### config.mk
export PLATFORM = sky130hd
export DESIGN_NAME = signed_decimal_seven_segment_encoder_unit
export DESIGN_NICKNAME = d
export VERILOG_FILES = /design/src/rtl/sdse_pkg.sv /design/src/rtl/sdse_mag.sv /design/src/rtl/sdse_range.sv /design/src/rtl/sdse_dabble.sv /design/src/rtl/sdse_seg.sv /design/src/rtl/signed_decimal_seven_segment_encoder_unit.sv
export SDC_FILE = /design/constraint.sdc
export NUM_CORES = 1
export LEC_CHECK = 0
export ABC_AREA = 1
export BUFFER_PORTS_ARGS = -buffer_cell sky130_fd_sc_hd__buf_2
export CAP_MARGIN = 10
export CORE_MARGIN = 4
export CORE_UTILIZATION = 51
export DETAILED_ROUTE_END_ITERATION = 8
export GPL_ROUTABILITY_DRIVEN = 0
export GPL_TIMING_DRIVEN = 0
export PLACE_DENSITY_LB_ADDON = 0.05
export SLEW_MARGIN = 0
export SYNTH_ARGS = -nofsm -noshare
export SYNTH_HDL_FRONTEND = slang
export SYNTH_SLANG_ARGS = --single-unit
### constraint.sdc
create_clock -name clk_i -period 5.9 [get_ports clk_i]
set_input_delay 0.59 -clock clk_i [delete_from_list [all_inputs] [get_ports clk_i]]
set_output_delay 0.59 -clock clk_i [all_outputs]
set_load 0.005 [all_outputs]
### src/rtl/sdse_pkg.sv
// Shared types, constants and the segment table for the signed decimal display encoder.
`timescale 1ns / 1ps
package sdse_pkg;

  localparam int unsigned ValueWidth = 32;
  localparam int unsigned NumDigits  = 6;
  localparam int unsigned BinWidth   = 20;
  localparam int unsigned BcdWidth   = 4 * NumDigits;
  localparam int unsigned DabSteps   = 5;
  localparam int unsigned SegWidth   = 8;
  localparam int unsigned InWidth    = 32;
  localparam int unsigned OutWidth   = 56;

  localparam logic [ValueWidth-1:0] MaxShown = 32'd999999;
  localparam logic [SegWidth-1:0]   EPattern = 8'h9F;
  localparam logic [SegWidth-1:0]   Blank    = 8'h00;

  typedef struct packed {
    logic                  neg;
    logic [ValueWidth-1:0] mag;
  } mag_t;

  typedef struct packed {
    logic                neg;
    logic                over;
    logic [BcdWidth-1:0] bcd;
    logic [BinWidth-1:0] bin;
  } dab_t;

  function automatic logic [SegWidth-1:0] seg_lut(input logic [3:0] digit);
    logic [SegWidth-1:0] seg;
    unique case (digit)
      4'd0:    seg = 8'hFC;
      4'd1:    seg = 8'h60;
      4'd2:    seg = 8'hDB;
      4'd3:    seg = 8'hF3;
      4'd4:    seg = 8'h67;
      4'd5:    seg = 8'hB7;
      4'd6:    seg = 8'hBF;
      4'd7:    seg = 8'hE4;
      4'd8:    seg = 8'hFF;
      4'd9:    seg = 8'hF7;
      default: seg = Blank;
    endcase
    return seg;
  endfunction

endpackage

### src/rtl/sdse_mag.sv
// First stage: sign detection and two's complement magnitude.
`timescale 1ns / 1ps
module sdse_mag import sdse_pkg::*; (
  input  logic                  clk_i,
  input  logic                  rst_ni,
  input  logic                  valid_i,
  output logic                  ready_o,
  input  logic [ValueWidth-1:0] value_i,
  output logic                  valid_o,
  input  logic                  ready_i,
  output mag_t                  data_o
);

  logic valid_q;
  mag_t data_q, data_d;

  assign ready_o = !valid_q || ready_i;

  // The most negative value maps to 2^31, which still fits unsigned.
  always_comb begin
    data_d.neg = value_i[ValueWidth-1];
    data_d.mag = value_i[ValueWidth-1] ? (~value_i + 1'b1) : value_i;
  end

  always_ff @(posedge clk_i or negedge rst_ni) begin
    if (!rst_ni) begin
      valid_q <= 1'b0;
    end else if (ready_o) begin
      valid_q <= valid_i;
    end
  end

  always_ff @(posedge clk_i) begin
    if (valid_i && ready_o) begin
      data_q <= data_d;
    end
  end

  assign valid_o = valid_q;
  assign data_o  = data_q;

endmodule

### src/rtl/sdse_range.sv
// Range check against the six-digit limit and setup of the conversion word.
`timescale 1ns / 1ps
module sdse_range import sdse_pkg::*; (
  input  logic clk_i,
  input  logic rst_ni,
  input  logic valid_i,
  output logic ready_o,
  input  mag_t data_i,
  output logic valid_o,
  input  logic ready_i,
  output dab_t data_o
);

  logic valid_q;
  dab_t data_q, data_d;

  assign ready_o = !valid_q || ready_i;

  always_comb begin
    data_d.neg  = data_i.neg;
    data_d.over = data_i.mag > MaxShown;
    data_d.bcd  = '0;
    data_d.bin  = data_i.mag[BinWidth-1:0];
  end

  always_ff @(posedge clk_i or negedge rst_ni) begin
    if (!rst_ni) begin
      valid_q <= 1'b0;
    end else if (ready_o) begin
      valid_q <= valid_i;
    end
  end

  always_ff @(posedge clk_i) begin
    if (valid_i && ready_o) begin
      data_q <= data_d;
    end
  end

  assign valid_o = valid_q;
  assign data_o  = data_q;

endmodule

### src/rtl/sdse_dabble.sv
// One pipeline stage of the shift-and-add-three binary to decimal conversion.
`timescale 1ns / 1ps
module sdse_dabble import sdse_pkg::*; (
  input  logic clk_i,
  input  logic rst_ni,
  input  logic valid_i,
  output logic ready_o,
  input  dab_t data_i,
  output logic valid_o,
  input  logic ready_i,
  output dab_t data_o
);

  logic valid_q;
  dab_t data_q, data_d;

  assign ready_o = !valid_q || ready_i;

  // Each step corrects every decimal digit of 5 or more, then shifts one
  // binary bit into the decimal register.
  always_comb begin
    logic [BcdWidth-1:0] bcd;
    logic [BinWidth-1:0] bin;
    bcd = data_i.bcd;
    bin = data_i.bin;
    for (int s = 0; s < DabSteps; s++) begin
      for (int d = 0; d < NumDigits; d++) begin
        if (bcd[4*d +: 4] >= 4'd5) begin
          bcd[4*d +: 4] = bcd[4*d +: 4] + 4'd3;
        end
      end
      bcd = {bcd[BcdWidth-2:0], bin[BinWidth-1]};
      bin = {bin[BinWidth-2:0], 1'b0};
    end
    data_d.neg  = data_i.neg;
    data_d.over = data_i.over;
    data_d.bcd  = bcd;
    data_d.bin  = bin;
  end

  always_ff @(posedge clk_i or negedge rst_ni) begin
    if (!rst_ni) begin
      valid_q <= 1'b0;
    end else if (ready_o) begin
      valid_q <= valid_i;
    end
  end

  always_ff @(posedge clk_i) begin
    if (valid_i && ready_o) begin
      data_q <= data_d;
    end
  end

  assign valid_o = valid_q;
  assign data_o  = data_q;

endmodule

### src/rtl/sdse_seg.sv
// Final stage: segment lookup, leading-zero blanking and the output register.
`timescale 1ns / 1ps
module sdse_seg import sdse_pkg::*; (
  input  logic                clk_i,
  input  logic                rst_ni,
  input  logic                valid_i,
  output logic                ready_o,
  input  dab_t                data_i,
  output logic                valid_o,
  input  logic                ready_i,
  output logic [OutWidth-1:0] data_o
);

  logic                valid_q;
  logic [OutWidth-1:0] data_q, data_d;

  assign ready_o = !valid_q || ready_i;

  // Digits are walked from the most significant one; a position lights once
  // a nonzero digit has been seen, and the units position always lights.
  always_comb begin
    logic [SegWidth-1:0] segs [NumDigits];
    logic                seen;
    logic [3:0]          digit;
    seen = 1'b0;
    for (int k = NumDigits - 1; k >= 0; k--) begin
      digit = data_i.bcd[4*k +: 4];
      seen  = seen || (digit != 4'd0) || (k == 0);
      if (data_i.over) begin
        segs[NumDigits-1-k] = (k == 0) ? EPattern : Blank;
      end else begin
        segs[NumDigits-1-k] = seen ? seg_lut(digit) : Blank;
      end
    end
    data_d = '0;
    for (int p = 0; p < NumDigits; p++) begin
      data_d[SegWidth*p +: SegWidth] = segs[p];
    end
    data_d[SegWidth*NumDigits]     = data_i.neg;
    data_d[SegWidth*NumDigits + 1] = data_i.over;
  end

  always_ff @(posedge clk_i or negedge rst_ni) begin
    if (!rst_ni) begin
      valid_q <= 1'b0;
    end else if (ready_o) begin
      valid_q <= valid_i;
    end
  end

  always_ff @(posedge clk_i) begin
    if (valid_i && ready_o) begin
      data_q <= data_d;
    end
  end

  assign valid_o = valid_q;
  assign data_o  = data_q;

endmodule

### src/rtl/signed_decimal_seven_segment_encoder_unit.sv
// Top level of the signed decimal seven-segment encoder.
`timescale 1ns / 1ps
// Each input word is a signed 32-bit value; each output word carries six
// seven-segment bytes (leftmost position first), a minus flag and an overflow
// flag. Magnitudes above 999999 show only an E in the rightmost position with
// overflow set, and leading zeros are blank. The block is a seven-stage
// pipeline (magnitude, range check, four conversion stages of five bit steps
// each, segment encoding) that accepts one word per cycle while the output
// side keeps up. A stall on the output holds every full stage; empty stages
// still fill.
module signed_decimal_seven_segment_encoder_unit import sdse_pkg::*; (
  input  logic                clk_i,
  input  logic                rst_ni,
  input  logic                s_axis_tvalid,
  output logic                s_axis_tready,
  input  logic [InWidth-1:0]  s_axis_tdata,  // [31:0] value
  output logic                m_axis_tvalid,
  input  logic                m_axis_tready,
  // [7:0] digit_one, [15:8] digit_two, [23:16] digit_three, [31:24] digit_four,
  // [39:32] digit_five, [47:40] digit_six, [48] minus_on, [49] overflow,
  // [55:50] zero
  output logic [OutWidth-1:0] m_axis_tdata
);

  localparam int unsigned NumDab = BinWidth / DabSteps;

  logic mag_valid, mag_ready;
  mag_t mag_data;
  logic dab_valid [NumDab+1];
  logic dab_ready [NumDab+1];
  dab_t dab_data  [NumDab+1];

  sdse_mag u_mag (
    .clk_i   (clk_i),
    .rst_ni  (rst_ni),
    .valid_i (s_axis_tvalid),
    .ready_o (s_axis_tready),
    .value_i (s_axis_tdata[ValueWidth-1:0]),
    .valid_o (mag_valid),
    .ready_i (mag_ready),
    .data_o  (mag_data)
  );

  sdse_range u_range (
    .clk_i   (clk_i),
    .rst_ni  (rst_ni),
    .valid_i (mag_valid),
    .ready_o (mag_ready),
    .data_i  (mag_data),
    .valid_o (dab_valid[0]),
    .ready_i (dab_ready[0]),
    .data_o  (dab_data[0])
  );

  for (genvar g = 0; g < NumDab; g++) begin : g_dab
    sdse_dabble u_dabble (
      .clk_i   (clk_i),
      .rst_ni  (rst_ni),
      .valid_i (dab_valid[g]),
      .ready_o (dab_ready[g]),
      .data_i  (dab_data[g]),
      .valid_o (dab_valid[g+1]),
      .ready_i (dab_ready[g+1]),
      .data_o  (dab_data[g+1])
    );
  end

  sdse_seg u_seg (
    .clk_i   (clk_i),
    .rst_ni  (rst_ni),
    .valid_i (dab_valid[NumDab]),
    .ready_o (dab_ready[NumDab]),
    .data_i  (dab_data[NumDab]),
    .valid_o (m_axis_tvalid),
    .ready_i (m_axis_tready),
    .data_o  (m_axis_tdata)
  );

  // An empty output register makes every stage ready, so input is taken.
  a_ready_when_drained: assert property (@(posedge clk_i) disable iff (!rst_ni)
    !m_axis_tvalid |-> s_axis_tready)
    else $error("input not ready although the output stage is empty");

  a_overflow_shows_e: assert property (@(posedge clk_i) disable iff (!rst_ni)
    (m_axis_tvalid && m_axis_tdata[49]) |->
      (m_axis_tdata[47:40] == EPattern) && (m_axis_tdata[39:0] == '0))
    else $error("overflow word does not show a lone E");

  a_units_lit: assert property (@(posedge clk_i) disable iff (!rst_ni)
    m_axis_tvalid |-> (m_axis_tdata[47:40] != Blank))
    else $error("rightmost position is blank");

  a_no_inner_blank: assert property (@(posedge clk_i) disable iff (!rst_ni)
    (m_axis_tvalid && !m_axis_tdata[49] && (m_axis_tdata[7:0] != Blank)) |->
      (m_axis_tdata[15:8] != Blank) && (m_axis_tdata[23:16] != Blank) &&
      (m_axis_tdata[31:24] != Blank) && (m_axis_tdata[39:32] != Blank))
    else $error("blank position after a lit leftmost digit");

endmodule

Yosys cells after proc, flatten, opt, wreduce, memory -nomap -nowiden
Memory sizes are Yosys's and may differ from the RTL's. A register that Yosys moved wholly into a read port is not among the register bits.
Index checks and enable logic that the tools add are counted.

word-level totals
  register bits after elaboration = 190
  bits in read-only memories = 768
  input port bits = 36
  output and inout port bits = 58
  memories = 6

operators by class
  add/sub/neg operators = 100
  order comparisons = 100
  multiplexer cells = 100
  bitwise logic cells = 6
  reduce and logical (&&, ||, !) cells = 35

memory list
  memory            depth  width  read ports  clocked after memory_dff  wr ports  line            RTL
  (name not given)  16     8      1           1                         0         sdse_pkg.sv:32  unique case (digit)
  (name not given)  16     8      1           1                         0         sdse_pkg.sv:32
  (name not given)  16     8      1           1                         0         sdse_pkg.sv:32
  (name not given)  16     8      1           1                         0         sdse_pkg.sv:32
  (name not given)  16     8      1           1                         0         sdse_pkg.sv:32
  (name not given)  16     8      1           1                         0         sdse_pkg.sv:32

operators with widths
  kind                     number
  $ge A4 B3 Y1 const B     93
  $mux W4                  84
  $add A4 B2 Y4 const B    80
  $mux W3                  14
  $add A3 B2 Y3 const B    13
  $add A32 B1 Y32 const B  1
  $gt A32 B20 Y1 const B   1
  $not A32 Y32             1
  $mux W31                 1
  $reduce_bool A4 Y1       5
  $add A1 B2 Y3 const B    5
  $ge A1 B3 Y1 const B     5
  $logic_or A1 B1 Y1       11
  $reduce_or A2 Y1         5
  $logic_and A1 B1 Y1      7
  $logic_not A1 Y1         7
  $not A1 Y1               5
  $add A1 B2 Y3 const AB   1
  $ge A1 B3 Y1 const AB    1
  $mux W1                  1

Logic depth before layout (Yosys ltp)
  depth after elaboration = 10
  depth in mapped cells = 32
  mapped depth without buffers = 32

By module
A second synthesis with hierarchy kept.

unflattened totals
  cell total of the unflattened synthesis = 3168
  area, all modules = 22967.0 um^2

modules (own cells, without submodules)
  module       instances  cells an instance  area an instance (um^2)
  sdse_dabble  4          637                4304.1
  sdse_seg     1          276                2685.1
  sdse_mag     1          262                2064.5
  sdse_range   1          82                 1001.0

Worst setup path after synthesis
No wires, ideal clock.

  kind = register to register
  from = reg g_dab[2].u_dabble.data_q (netlist bit g_dab[2].u_dabble.data_o[36])
  to = reg g_dab[3].u_dabble.data_q (netlist bit g_dab[3].u_dabble.data_o[43]), data pin
  setup time = 0.266 ns
  data arrival time = 3.486 ns
  required time = 5.634 ns
  path slack = 2.148 ns
  cell stages (with the launch flop) = 27
  clock period less this slack = 3.752 ns
  path through = edfxtp_1 inv_1 ha_1 inv_1 ha_1 inv_1 nand2_1 nand2_1 nand2_2 ha_1 nand3_1 nand3_1 nand2_1 nand3_1 nand2_2 nand2_1 nand2_1 ha_1 inv_1 ha_1 a21o_1 xor2_1 ha_1 nand2_1 a21oi_1 nor2_1 xor2_1

RTL lines
  what                    line               RTL
  from (decl)             sdse_dabble.sv:15  dab_t data_q, data_d;
  from (signal assigned)  sdse_dabble.sv:51  data_q <= data_d;
  to (signal assigned)    sdse_dabble.sv:51
  to (decl)               sdse_dabble.sv:15

==> results.yml <==
outcome:
  status: "finished, final reports clean"
timing:
  setup_viol: 0
  clock_skew_ns: 0.00843
  worst_slew_pin_slew_ns: 0.981
  hold_viol: 0
  setup_slack_ns: 1.79
  period_needed_ns: 4.11
  slew_viol_final: 0
  rsz0062_at_grt: "false"
  slew_headroom_pct: 34.5
  finalSetupTns_ns: 0
  max_freq_ghz: 0.243
  period_share_pct: 69.6
floorplan:
  core_sq_mm: 0.0270
  fp-row-count: 60
  die_h_um: 174
  die_w_um: 174
  initial_utilization_pct: 51.8
  io_pins: 94
  dieArea_sq_mm: 0.0301
clock_network:
  clock_latency_ns: 0.51
  path_clk_slew_ns: 0.06
  htreeDepth: 1
  clock-sinks: 206
  numCtsBuffers: 24
  clk_path_buf_depth: 3
  root_buffer: "clkbuf_16"
  cts_tree: "built"
worst_setup_path:
  worstSetupPathType: "reg2reg"
  start_kind: "flop"
  critical_path_buf_inv_count: 4
  crit_family: "simple AND/OR/NAND/NOR gates"
  cp_slowest_cell: "edfxtp_1"
  slowest_delay_ns: 0.43
  crit_fanout: 5
  worstPathArrival_ns: 4.36
  worst_setup_path_end_kind: "flop"
  crit_required_ns: 6.15
detailed_routing:
  avgRoutedWirePerCell_um: 9.91
  viasPerCell: 4.84
  routed_wl_um: 21400
  postRouteAntennaNets: 0
  drcViolationCount: 0
  dr_total_vias: 10400
  drt-pass1-iter-count: 6
  drtIter0Drc: 250
placement:
  portBuffers: 87
  hpwl_um: 17100
  place_area_sq_mm: 0.0149
  place_ws_ns: 1.78
synth:
  synthCells: 1679
  synth_mux_area_share_pct: 0
  synth_cell_types: 50
  synth_enable_flop_cells: 199
  syn_area_per_cell_sq_um: 8.32
  synth_area_sq_mm: 0.0140
  yosysSeqAreaShare_pct: 44.0
  yosys.area_share.adder_pct: 8.24
  synthSimpleGateAreaFrac_pct: 28.2
  ys_warn_count: 0
  ys_async_sr_fraction_pct: 3.40
  synth_compound_area_share_pct: 6.40
  ys_ff_latch: 206
  synth-xor-area-share_pct: 4.36
  synth_top_family_by_area: "simple AND/OR/NAND/NOR gates"
  synth-main-ff-cell: "edfxtp_1"
cells_and_area:
  area_growth_pct: 12.8
  layout_commonest_cell: "nand2_1"
  fin_nets: 1930
  drive_gt1_share_pct: 15.3
  final_area_sq_mm: 0.0158
  num-fill-cells: 2375
  num_antenna_cells: 0
  final_cell_mix: "nand2_1, inv_1, edfxtp_1"
global_routing:
  grt_max_degree: 38
  grt_pass1_vias: 9605
  grt_pass1_wl_um: 38700
  overflow: 0
  antenna_found_initial: 0
  grt_usage_pct: 14.3
job:
  max_cap_violations: 0
worst_hold_path:
  hold_path_class: "in2reg"
-- timing repair --
action / 4_1_cts / 5_1_grt
gates resized for setup: 0 / 0
hold endpoints to repair: 7 / 0
hold buffers: 1 / 0
buffers inserted: 0 / 0
-- flip-flops by register name, summed over array words and instances (netlist names) --
name                    count
g_dab.u_dabble.data_o     100
u_seg.valid_o               1
u_range.data_o             22
g_dab.u_dabble.valid_o      4
u_range.valid_o             1
u_seg.data_o               44
u_mag.data_o               33
u_mag.valid_o               1
-- cell type report --
type	count	area, sq um	share of cell area [%]
sequential	206	6150	39.0
inverter	295	1110	7.02
multi-input combinational	1163	6630	42.0
clock inverter	16	200	1.27
buffer	20	120	0.762
timing repair buffer	92	523	3.32
clock buffer	26	608	3.86
tap	341	427	2.71
-- cell usage after synthesis (15+ instances only) --
cell type  count  share of area [%]
nor3_1        15               0.54
xor2_1        45                2.8
inv_1        289                7.8
nand3_2       33                2.4
nand2_1      466                 13
nand3_1      113                4.0
nand4_1       39                1.7
o21ai_0       46                1.6
nor2_1       104                2.8
a21oi_1       31                1.1
ha_1          92                8.2
edfxtp_1     199                 43
nand2_2       67                3.0
-- final timing paths --
| kind | start | to | slack, ns | depth (start not counted) |
|---|---|---|---|---|
| worst max-delay path | g_dab[2].u_dabble.data_o[36] | g_dab[3].u_dabble.data_o[43] | 1.79 | 26 |
| worst min-delay path | s_axis_tdata[31] | u_mag.data_o[32] | 0.27 | 1 |
| worst max register to register | g_dab[2].u_dabble.data_o[36] | g_dab[3].u_dabble.data_o[43] | 1.79 | 26 |
| worst min register to register | g_dab[0].u_dabble.data_o[15] | g_dab[1].u_dabble.data_o[20] | 0.41 | 0 |
| max in group asynchronous | rst_ni | g_dab[2].u_dabble.valid_o | 5.27 | 2 |
| min in group asynchronous | rst_ni | u_mag.valid_o | 0.46 | 2 |
-- logic make-up after synthesis --
group | after synthesis
compound gates | 145
other cells | 1
simple gates | 856
fa+ha+maj | 92
buf+inv | 315
flops | 206
xor+xnor | 64
-- metal layers --
layer | GRT usage [%] | routed length, um | up-vias
met5 | 0 | 0 | -
met4 | 3.39 | 471 | 0
met3 | 2.27 | 783 | 28
met2 | 27.9 | 10900 | 124
met1 | 16.1 | 9230 | 4582
li1 | - | - | 5708
-- metrics by stage --
| step | hold WS, ns | util [%] | std cells |
|---|---|---|---|
| after global placement | 0.400 | 55.1 | 2112 |
| after detailed placement | 0.405 | 55.3 | 2115 |
| after CTS | 0.242 | 58.4 | 2158 |
| final | 0.268 | 58.5 | 2159 |
| after global routing | 0.246 | 58.5 | 2159 |
| after floorplan | 0.294 | - | 1684 |
Power is not shown: default switching activity piles up to over one toggle a cycle in this logic, so the estimate is an artifact.
